### config.mk
export PLATFORM = sky130hd
export DESIGN_NAME = hgts_mac
export DESIGN_NICKNAME = d
export VERILOG_FILES = /design/src/sv/hgts_pkg.sv /design/src/sv/hgts_mac.sv
export SDC_FILE = /design/constraint.sdc
export NUM_CORES = 1
export LEC_CHECK = 0
export ABC_AREA = 1
export CAP_MARGIN = 5
export CORE_ASPECT_RATIO = 1.4
export CORE_MARGIN = 8
export CORE_UTILIZATION = 25
export CTS_CLUSTER_DIAMETER = 80
export DETAILED_ROUTE_END_ITERATION = 16
export DONT_BUFFER_PORTS = 1
export SLEW_MARGIN = 20
export SYNTH_ARGS = -nofsm -noshare
export SYNTH_HDL_FRONTEND = slang
export SYNTH_SLANG_ARGS = --single-unit
### constraint.sdc
create_clock -name clk -period 5.6 [get_ports clk]
set_input_delay 0 -clock clk [delete_from_list [all_inputs] [get_ports clk]]
set_output_delay 0 -clock clk [all_outputs]
set_load 0.02 [all_outputs]
### src/sv/hgts_pkg.sv
// Shared types and constants for the height grid triangle sampler.
`timescale 1ns / 1ps
package hgts_pkg;

    localparam int HEIGHT_W = 16;
    localparam int COORD_W  = 16;
    localparam int ROWCOL_W = 6;

    localparam logic OP_WRITE = 1'b0;
    localparam logic OP_QUERY = 1'b1;

    typedef struct packed {
        logic                       opcode;
        logic [ROWCOL_W-1:0]        write_row;
        logic [ROWCOL_W-1:0]        write_col;
        logic signed [HEIGHT_W-1:0] write_height;
        logic signed [COORD_W-1:0]  pos_x;
        logic signed [COORD_W-1:0]  pos_z;
    } cmd_item_t;

    typedef struct packed {
        logic signed [HEIGHT_W-1:0] height_out;
        logic                       in_range;
    } res_item_t;

    typedef struct packed {
        logic start;    // load accumulator with this product
        logic en;       // take this product
    } mac_ctl_t;

    typedef enum logic [2:0] {
        ST_IDLE,
        ST_RD_A,
        ST_RD_B,
        ST_RD_C,
        ST_MAC_C,
        ST_FINISH
    } seq_state_t;

endpackage

### src/sv/hgts_mac.sv
// Multiply-accumulate of corner heights by barycentric weights.
`timescale 1ns / 1ps
module hgts_mac
    import hgts_pkg::*;
#(
    parameter int FRAC_BITS = 8
)
(
    input  logic                                  clk,
    input  mac_ctl_t                              ctl,
    input  logic signed [HEIGHT_W-1:0]            height,
    input  logic [FRAC_BITS:0]                    weight,
    output logic signed [HEIGHT_W+FRAC_BITS+2:0]  acc
);

    localparam int PROD_W = HEIGHT_W + FRAC_BITS + 2;
    localparam int ACC_W  = HEIGHT_W + FRAC_BITS + 3;

    logic signed [PROD_W-1:0] prod;
    logic signed [ACC_W-1:0]  prod_ext;
    logic signed [ACC_W-1:0]  acc_reg;
    logic signed [ACC_W-1:0]  acc_next;

    assign prod     = height * $signed({1'b0, weight});
    assign prod_ext = {prod[PROD_W-1], prod};

    always_comb
    begin
        acc_next = acc_reg;
        if (ctl.en)
        begin
            acc_next = ctl.start ? prod_ext : acc_reg + prod_ext;
        end
    end

    always_ff @(posedge clk)
    begin
        acc_reg <= acc_next;
    end

    assign acc = acc_reg;

endmodule

==> metrics.yaml, run 1 <==
run_status:
  outcome: "completed"
floorplanning:
  fp.dieArea_sq_um: 42000
  initial_utilization_pct: 25.1
  die-height_microns: 239
  number_of_cell_rows: 82
  io-pin-count: 55
  chipWidth_microns: 175
  core_region_area_sq_um: 35500
drt:
  wl_per_cell_microns: 14.9
  drc_errors: 0
  drtIter0Drc: 344
  post_drt_antenna_nets: 0
  wl_microns: 26500
  viasPerCell: 4.42
  drt_first_pass_iters: 5
  route.vias.total: 7852
cells_and_area:
  number_of_antenna_diodes: 0
  drive_above_1_share_pct: 12.9
  finish.net_count: 1551
  mostFrequentLayoutCells: "372 x nand2_1, 312 x inv_1, 123 x fa_1"
  layout.cells.most_common: "nand2_1"
  largest_register_ff_count: 27
  syn_to_final_growth_pct: 15.5
synth:
  postSynthNetCount: 1515
  postSynthCellCount: 1280
  postSynthAreaPerCell_sq_um: 6.95
  postSynthRegisterBits: 27
  yosys.cell_types.count: 35
  synthFlopType: "edfxtp_1"
  post_synth_instance_area_sq_um: 8900
  count_of_flip_flops_with_a_built_in_enable_after_synthesis: 27
  ys_async_sr_fraction_pct: 0
  ys_seq_area_share_pct: 9.11
  yosys_warnings: 0
placement:
  routabilityCongestion: 0.987
  quantity_of_i_o_buffers_inserted_on_ports: 0
  hpwlAfterDp_microns: 22900
timing:
  final_min_period_over_clock_period_pct: 96.3
  timing_max_transition_violations_final: 0
  setup_tns_ps: 0
  timing.final.setup_violations: 0
  fin_crit_ps: 5390
  pin_slew_with_the_least_headroom_to_its_limit_ps: 951
  rsz0062_at_grt: "true"
  relSlewSlack_pct: 36.6
  hold_viol_final: 0
  clock-skew-final_ps: 3.90
  max_clock_freq_mhz: 185
clock_network:
  clock_sinks: 27
  tritoncts: "done"
  cts_htree_levels: 1
  cts_root_buf: "clkbuf_16"
  clkSlewWorstSetupHoldPaths_ps: 80
  clockBufferDepth: 2
  clock_latency_ps: 280
  cts_buffers: 3
min_path:
  hold_path.class: "primary input to register"
critical_path:
  cp_common_cell: "nand2_1"
  worst_path_dominant_cell_family: "adder cells"
  worst-path-max-fanout: 16
  critical_path.slowest_cell: "fa_1"
  max_stage_delay_ps: 540
  cp_data_arrival_time_ps: 5430
  kind_of_critical_path: "primary input to register"
  crit_path_start_kind: "primary input"
  timing.critical_path.required_ps: 5640
  critical_path.n_buffers_inverters: 7
  end_kind: "register"
global_route:
  grt_pass1_wl_microns: 42000
  global_route.usage.total_pct: 12.6
  first_global_vias: 8306
  grt_remaining_overflow: 0
  number_of_antenna_violations_at_the_first_check_in_global_routing: 0
  pin_count_of_the_biggest_net_entering_global_routing: 28
run:
  maxCapViolations: 0
## worst paths after layout
path	slack (ps)	end	depth (start not counted)	from
setup / recovery	210	acc[20]	29	weight[1]
hold / removal	10	acc[11]	3	ctl[1]
setup reg to reg	3070	acc[24]	12	acc[0]
hold reg to reg	890	acc[26]	4	acc[26]
## cell families (layout without fill, tap and decap cells)
group                      after synthesis  count (layout)  share of synthesized area [%]
AOI/OAI and AO/OA                      108             108                           6.92
xor gates and xnor gates                25              25                           2.88
adders and majority gates              207             207                           39.5
buffers and inverters                  358             393                           15.2
DFF                                     27              27                           9.11
and+or+nand+nor                        555             555                           26.4
## synthesized netlist by cell type, types with 3 or more instances
master	instances	area (sq um)
a21oi_2	4	35.0
fa_1	123	2460
nor2_2	7	43.8
o21ai_0	24	120
nand2_1	375	1410
o21bai_1	7	52.6
or2_1	3	18.8
and2_1	9	56.3
xor2_1	14	123
nand4_1	19	119
xor2_2	5	81.3
xnor2_1	6	52.6
o21ai_1	7	35.0
nand3_1	54	270
o21ai_2	3	26.3
o21a_1	5	37.5
nand3b_1	6	45.0
edfxtp_1	27	811
nand2_2	18	113
buf_2	5	25.0
ha_1	84	1050
nor3_1	6	30.0
clkbuf_1	33	124
a21o_1	5	37.5
inv_2	5	18.8
inv_1	313	1170
a21oi_1	50	250
nand3_2	4	40.0
nor2_1	53	199
## worst register-to-register path, stage by stage (launching register included)
cell      delay, ps
edfxtp_1        510
ha_1            330
fa_1            520
inv_1           100
nor2_1           50
nor2_2          170
inv_2            60
nand2_1          70
nand2_2         110
nand2_1         120
nand4_1          90
nand3_1         100
nand2_1          70
## per-layer routing
metal	global-route usage (%)	part of all wire, %	vias to the layer above
met5	0	0	-
met3	1.45	3.9	59
met1	12.3	36	3751
met4	6.82	5.4	0
met2	25.0	55	142
li1	-	-	3900
## cell type report
class,count,area (sq um)
multi-input combinational,895,7060
fill,3907,25200
timing repair buffer,70,551
sequential,27,811
inverter,319,1200
clock buffer,3,75.1
tap,462,578
clock inverter,1,5.00
## metrics by stage
stage	hold WS, ps	setup slack [ps]	std cells	instance area (sq um)	utilization, %
after floorplan	112	12.7	1280	8920	-
after global placement	120	-348	1769	9820	27.7
after detailed placement	121	-403	1769	9820	27.7
after CTS	2.06	20.9	1775	9950	28.0
after global routing	21.4	-56.6	1777	10300	28.9
final	12.1	208	1777	10300	28.9
## repair_timing
| item | 4_1_cts | 5_1_grt |
|---|---|---|
| hold endpoints to repair | 48 | 0 |
| hold buffers | 2 | 0 |
| setup buffers | 0 | 2 |
| pin swaps | 0 | 17 |
| endpoints found under the setup margin | 1 | 13 |
| gates resized for setup | 2 | 56 |
Power of run 1 is left out: the tool's default activity adds up to more than one toggle a clock period on the data nets, which glitch-free logic cannot reach.
==> run 2, diff against run 1 <==
CELL_PAD_IN_SITES_DETAIL_PLACEMENT = 0   (was unset)
CELL_PAD_IN_SITES_GLOBAL_PLACEMENT = 1   (was unset)
PLACE_DENSITY_LB_ADDON = 0.1   (was unset)
==> run 2 against run 1 <==
Effect of this change:
- sequential share of layout area decreased by 0.53 points
- count of clock-buffer cells in the layout up 1
- setup slack improved by 64 ps
==> metrics.yaml, run 2 (same netlist as run 1, synthesis figures left out) <==
run_status:
  outcome: "completed"
clock_network:
  clockBufferDepth: 2
  cts_root_buf: "clkbuf_16"
  cts_buffers: 3
  clkSlewWorstSetupHoldPaths_ps: 80
  tritoncts: "done"
  clock_latency_ps: 290
  clock_sinks: 27
  cts_htree_levels: 1
cells_and_area:
  finish.net_count: 1616
  number_of_antenna_diodes: 0
  largest_register_ff_count: 27
  mostFrequentLayoutCells: "356 x nand2_1, 311 x inv_1, 133 x buf_4"
  ff_latch_area_sq_um: 811
  final_area_sq_um: 11000
  layout.cells.most_common: "nand2_1"
  drive_above_1_share_pct: 20.1
  multi_input_area_sq_um: 7300
  layout.filler_cells: 4001
  syn_to_final_growth_pct: 23.7
global_route:
  first_global_vias: 8654
  number_of_antenna_violations_at_the_first_check_in_global_routing: 0
  pin_count_of_the_biggest_net_entering_global_routing: 28
  grt_pass1_wl_microns: 46500
  grt_remaining_overflow: 0
  global_route.usage.total_pct: 14.3
critical_path:
  end_kind: "register"
  worst-path-max-fanout: 16
  kind_of_critical_path: "primary input to register"
  cp_common_cell: "inv_1"
  timing.critical_path.required_ps: 5640
  critical_path.slowest_cell: "fa_1"
  max_stage_delay_ps: 540
  cp_data_arrival_time_ps: 5370
  crit_path_start_kind: "primary input"
placement:
  routabilityCongestion: 0.848
  quantity_of_i_o_buffers_inserted_on_ports: 0
  placed_instance_area_sq_um: 10300
  hpwlAfterDp_microns: 26000
timing:
  max_clock_freq_mhz: 188
  fin_crit_ps: 5330
  timing_max_transition_violations_final: 0
  pin_slew_with_the_least_headroom_to_its_limit_ps: 1070
  relSlewSlack_pct: 28.9
  hold_viol_final: 0
  timing.final.setup_violations: 0
  final_min_period_over_clock_period_pct: 95.1
  clock-skew-final_ps: 6.72
  rsz0062_at_grt: "true"
min_path:
  hold_path.class: "primary input to register"
floorplanning:
  die-height_microns: 239
  chipWidth_microns: 175
  number_of_cell_rows: 82
  initial_utilization_pct: 25.1
  core_region_area_sq_um: 35500
  fp.dieArea_sq_um: 42000
  io-pin-count: 55
drt:
  drt_first_pass_iters: 4
  wl_microns: 29800
  dr.max_layer_used: "met4"
  detail_route.wirelength.met1_microns: 11500
  route.vias.total: 7911
  post_drt_antenna_nets: 0
  drc_errors: 0
  detailroute.wirelength.met2_microns: 17000
  wl_per_cell_microns: 16.2
  wl_met3_microns: 608
  drtIter0Drc: 232
  viasPerCell: 4.29
run:
  maxCapViolations: 0
## run 2: changes by cell type in the layout (fill, tap and decap cells not counted), moves of 7 or more
cell | previous run | this run
a21oi_1 | 37 | 30
buf_4 | 68 | 133
ha_1 | 68 | 61
ha_4 | 13 | 20
nand2_1 | 372 | 356
nand2_2 | 21 | 35
## run 2: per-stage QoR
| stage | hold WS, ps | utilization [%] | worst slack (ps) | TNS, ps | cells |
|---|---|---|---|---|---|
| after floorplan | 112 | - | 12.7 | 0 | 1280 |
| after global placement | 119 | 29.0 | -396 | -3040 | 1833 |
| after detailed placement | 119 | 29.0 | -445 | -3360 | 1833 |
| after CTS | 3.05 | 29.4 | 1.03 | 0 | 1839 |
| after global routing | 20.9 | 31.0 | -26.0 | -72.4 | 1842 |
| final | 4.99 | 31.0 | 272 | 0 | 1842 |
## run 2: final timing paths
kind,start,to,slack (ps),depth (start not counted)
setup / recovery,weight[1],acc[18],270,30
hold / removal,ctl[1],acc[18],5,2
hold reg to reg,acc[0],acc[0],860,3
setup reg to reg,acc[0],acc[24],3060,12
## run 2: cell type report
type / instances / area share (%)
Clock buffer: 4 / 0.716
Tap cell: 462 / 5.25
Sequential cell: 27 / 7.37
Timing Repair Buffer: 135 / 9.43
Inverter: 319 / 10.9
Multi-Input combinational cell: 895 / 66.4
## run 2: critical path: cells and delay by family
family | cells | cell delay [ps]
adder cells (fa/ha/maj) | 7 | 3050
AND/OR/NAND/NOR | 13 | 1390
buffers and inverters | 8 | 570
XOR/XNOR | 1 | 180
AO/OA/AOI/OAI | 1 | 140
## run 2: timing repair
action,4_1_cts,5_1_grt
endpoints found under the setup margin,5,16
pin swaps,0,21
buffers inserted,0,3
endpoints found under the hold margin,47,0
gates resized for setup,9,107
hold buffers,2,0
## run 2: per-layer routing
layer  track usage, %  up-vias
met5                0        -
met4             3.96        0
met3            0.852       25
met2             29.9       80
met1             14.7     3772
li1                 -     4034
Power of run 2 is left out for the same reason.
==> run 3, diff against run 2 <==
CORE_UTILIZATION = 50   (was 25)
GPL_ROUTABILITY_DRIVEN = 0   (was unset)
clock period = 6.8 ns   (was 5.6 ns; I/O delays follow)
==> run 3 against run 2 <==
Effect of this change:
- global-route usage increased by 7.1 points
- critical path depth is 2 lower
- clock skew shrank 2.2 ps
- first-iteration DRC count increased by 19%
- largest cell class unchanged
==> metrics.yaml, run 3 (same netlist as run 1, synthesis figures left out) <==
timing:
  hold_viol_final: 0
  final_min_period_over_clock_period_pct: 84.4
  fin_crit_ps: 5740
  clock-skew-final_ps: 4.54
  timing.final.setup_violations: 0
  timing_max_transition_violations_final: 0
  relSlewSlack_pct: 26.3
  pin_slew_with_the_least_headroom_to_its_limit_ps: 1100
  setup_tns_ps: 0
  max_clock_freq_mhz: 174
  rsz0062_at_grt: "false"
floorplanning:
  number_of_cell_rows: 57
  chipWidth_microns: 129
  fp.dieArea_sq_um: 22400
  io-pin-count: 55
  initial_utilization_pct: 51.1
  core_region_area_sq_um: 17400
  die-height_microns: 174
critical_path:
  max_stage_delay_ps: 620
  timing.critical_path.required_ps: 6830
  cp_common_cell: "nand2_1"
  cp_data_arrival_time_ps: 5770
  crit_path_start_kind: "primary input"
  kind_of_critical_path: "primary input to register"
  worst-path-max-fanout: 16
  end_kind: "register"
  critical_path.slowest_cell: "fa_1"
clock_network:
  clock_sinks: 27
  ctsResizeCount: 0
  cts_root_buf: "clkbuf_16"
  clockBufferDepth: 2
  clkSlewWorstSetupHoldPaths_ps: 70
  cts_buffers: 3
  clock_latency_ps: 270
  tritoncts: "done"
  cts_htree_levels: 1
cells_and_area:
  drive_above_1_share_pct: 4.17
  largest_register_ff_count: 27
  mostFrequentLayoutCells: "375 x nand2_1, 313 x inv_1, 123 x fa_1"
  final_area_sq_um: 9150
  syn_to_final_growth_pct: 2.84
  number_of_antenna_diodes: 0
  layout.cells.most_common: "nand2_1"
  layout.filler_cells: 1859
  finish.utilization_pct: 52.6
  finish.net_count: 1483
drt:
  route.vias.total: 7541
  post_drt_antenna_nets: 0
  wl_per_cell_microns: 15.5
  drt_first_pass_iters: 5
  drc_errors: 0
  drtIter0Drc: 275
  viasPerCell: 5.08
  wl_microns: 23000
global_route:
  first_global_vias: 8057
  pin_count_of_the_biggest_net_entering_global_routing: 28
  global_route.usage.total_pct: 21.4
  grt_pass1_wl_microns: 38500
  grt_remaining_overflow: 0
  number_of_antenna_violations_at_the_first_check_in_global_routing: 0
placement:
  quantity_of_i_o_buffers_inserted_on_ports: 0
  placed_instance_area_sq_um: 9040
  hpwlAfterDp_microns: 19900
run_status:
  outcome: "completed"
run:
  maxCapViolations: 0
min_path:
  hold_path.class: "primary input to register"
## run 3: worst max-delay path, delay by kind of cell
family                   cells  cell delay, ps
adder cells (fa/ha/maj)      7            3380
buffers and inverters        3             310
AND/OR/NAND/NOR             18            2080
## run 3: timing repair
action,CTS,global route
buffers inserted,0,0
hold buffers,2,0
endpoints found under the setup margin,0,0
endpoints found under the hold margin,48,0
## run 3: worst paths after layout
check,cells after the start,slack (ps),startpoint,endpoint
setup / recovery,28,1060,weight[1],acc[25]
hold / removal,2,10,ctl[1],acc[18]
setup reg to reg,12,4230,acc[0],acc[24]
hold reg to reg,3,850,acc[0],acc[0]
## run 3: area by class of cell
cell class	count	area, sq um	area share [%]
Inverter	319	1200	13.1
Clock inverter	1	5.00	0.0547
Timing Repair Buffer	2	30.0	0.328
Multi-Input combinational cell	895	6740	73.6
Sequential cell	27	811	8.86
Tap cell	236	295	3.23
Clock buffer	3	75.1	0.820
## run 3: routing by layer
| layer | vias to the layer above | routed length [microns] | GRT usage [%] |
|---|---|---|---|
| li1 | 3761 | - | - |
| met1 | 3581 | 9160 | 23.5 |
| met2 | 152 | 12100 | 40.5 |
| met3 | 47 | 794 | 1.39 |
| met4 | 0 | 974 | 9.29 |
| met5 | - | 0 | 0 |
## run 3: stage by stage
step                      std cells  hold slack, ps  setup slack [ps]
after floorplan                1280             112              1000
after global placement         1477             116               800
after detailed placement       1477             116               789
after CTS                      1483            2.70              1070
after global routing           1483            17.8               593
final                          1483            12.5              1060
Power of run 3 is left out for the same reason.
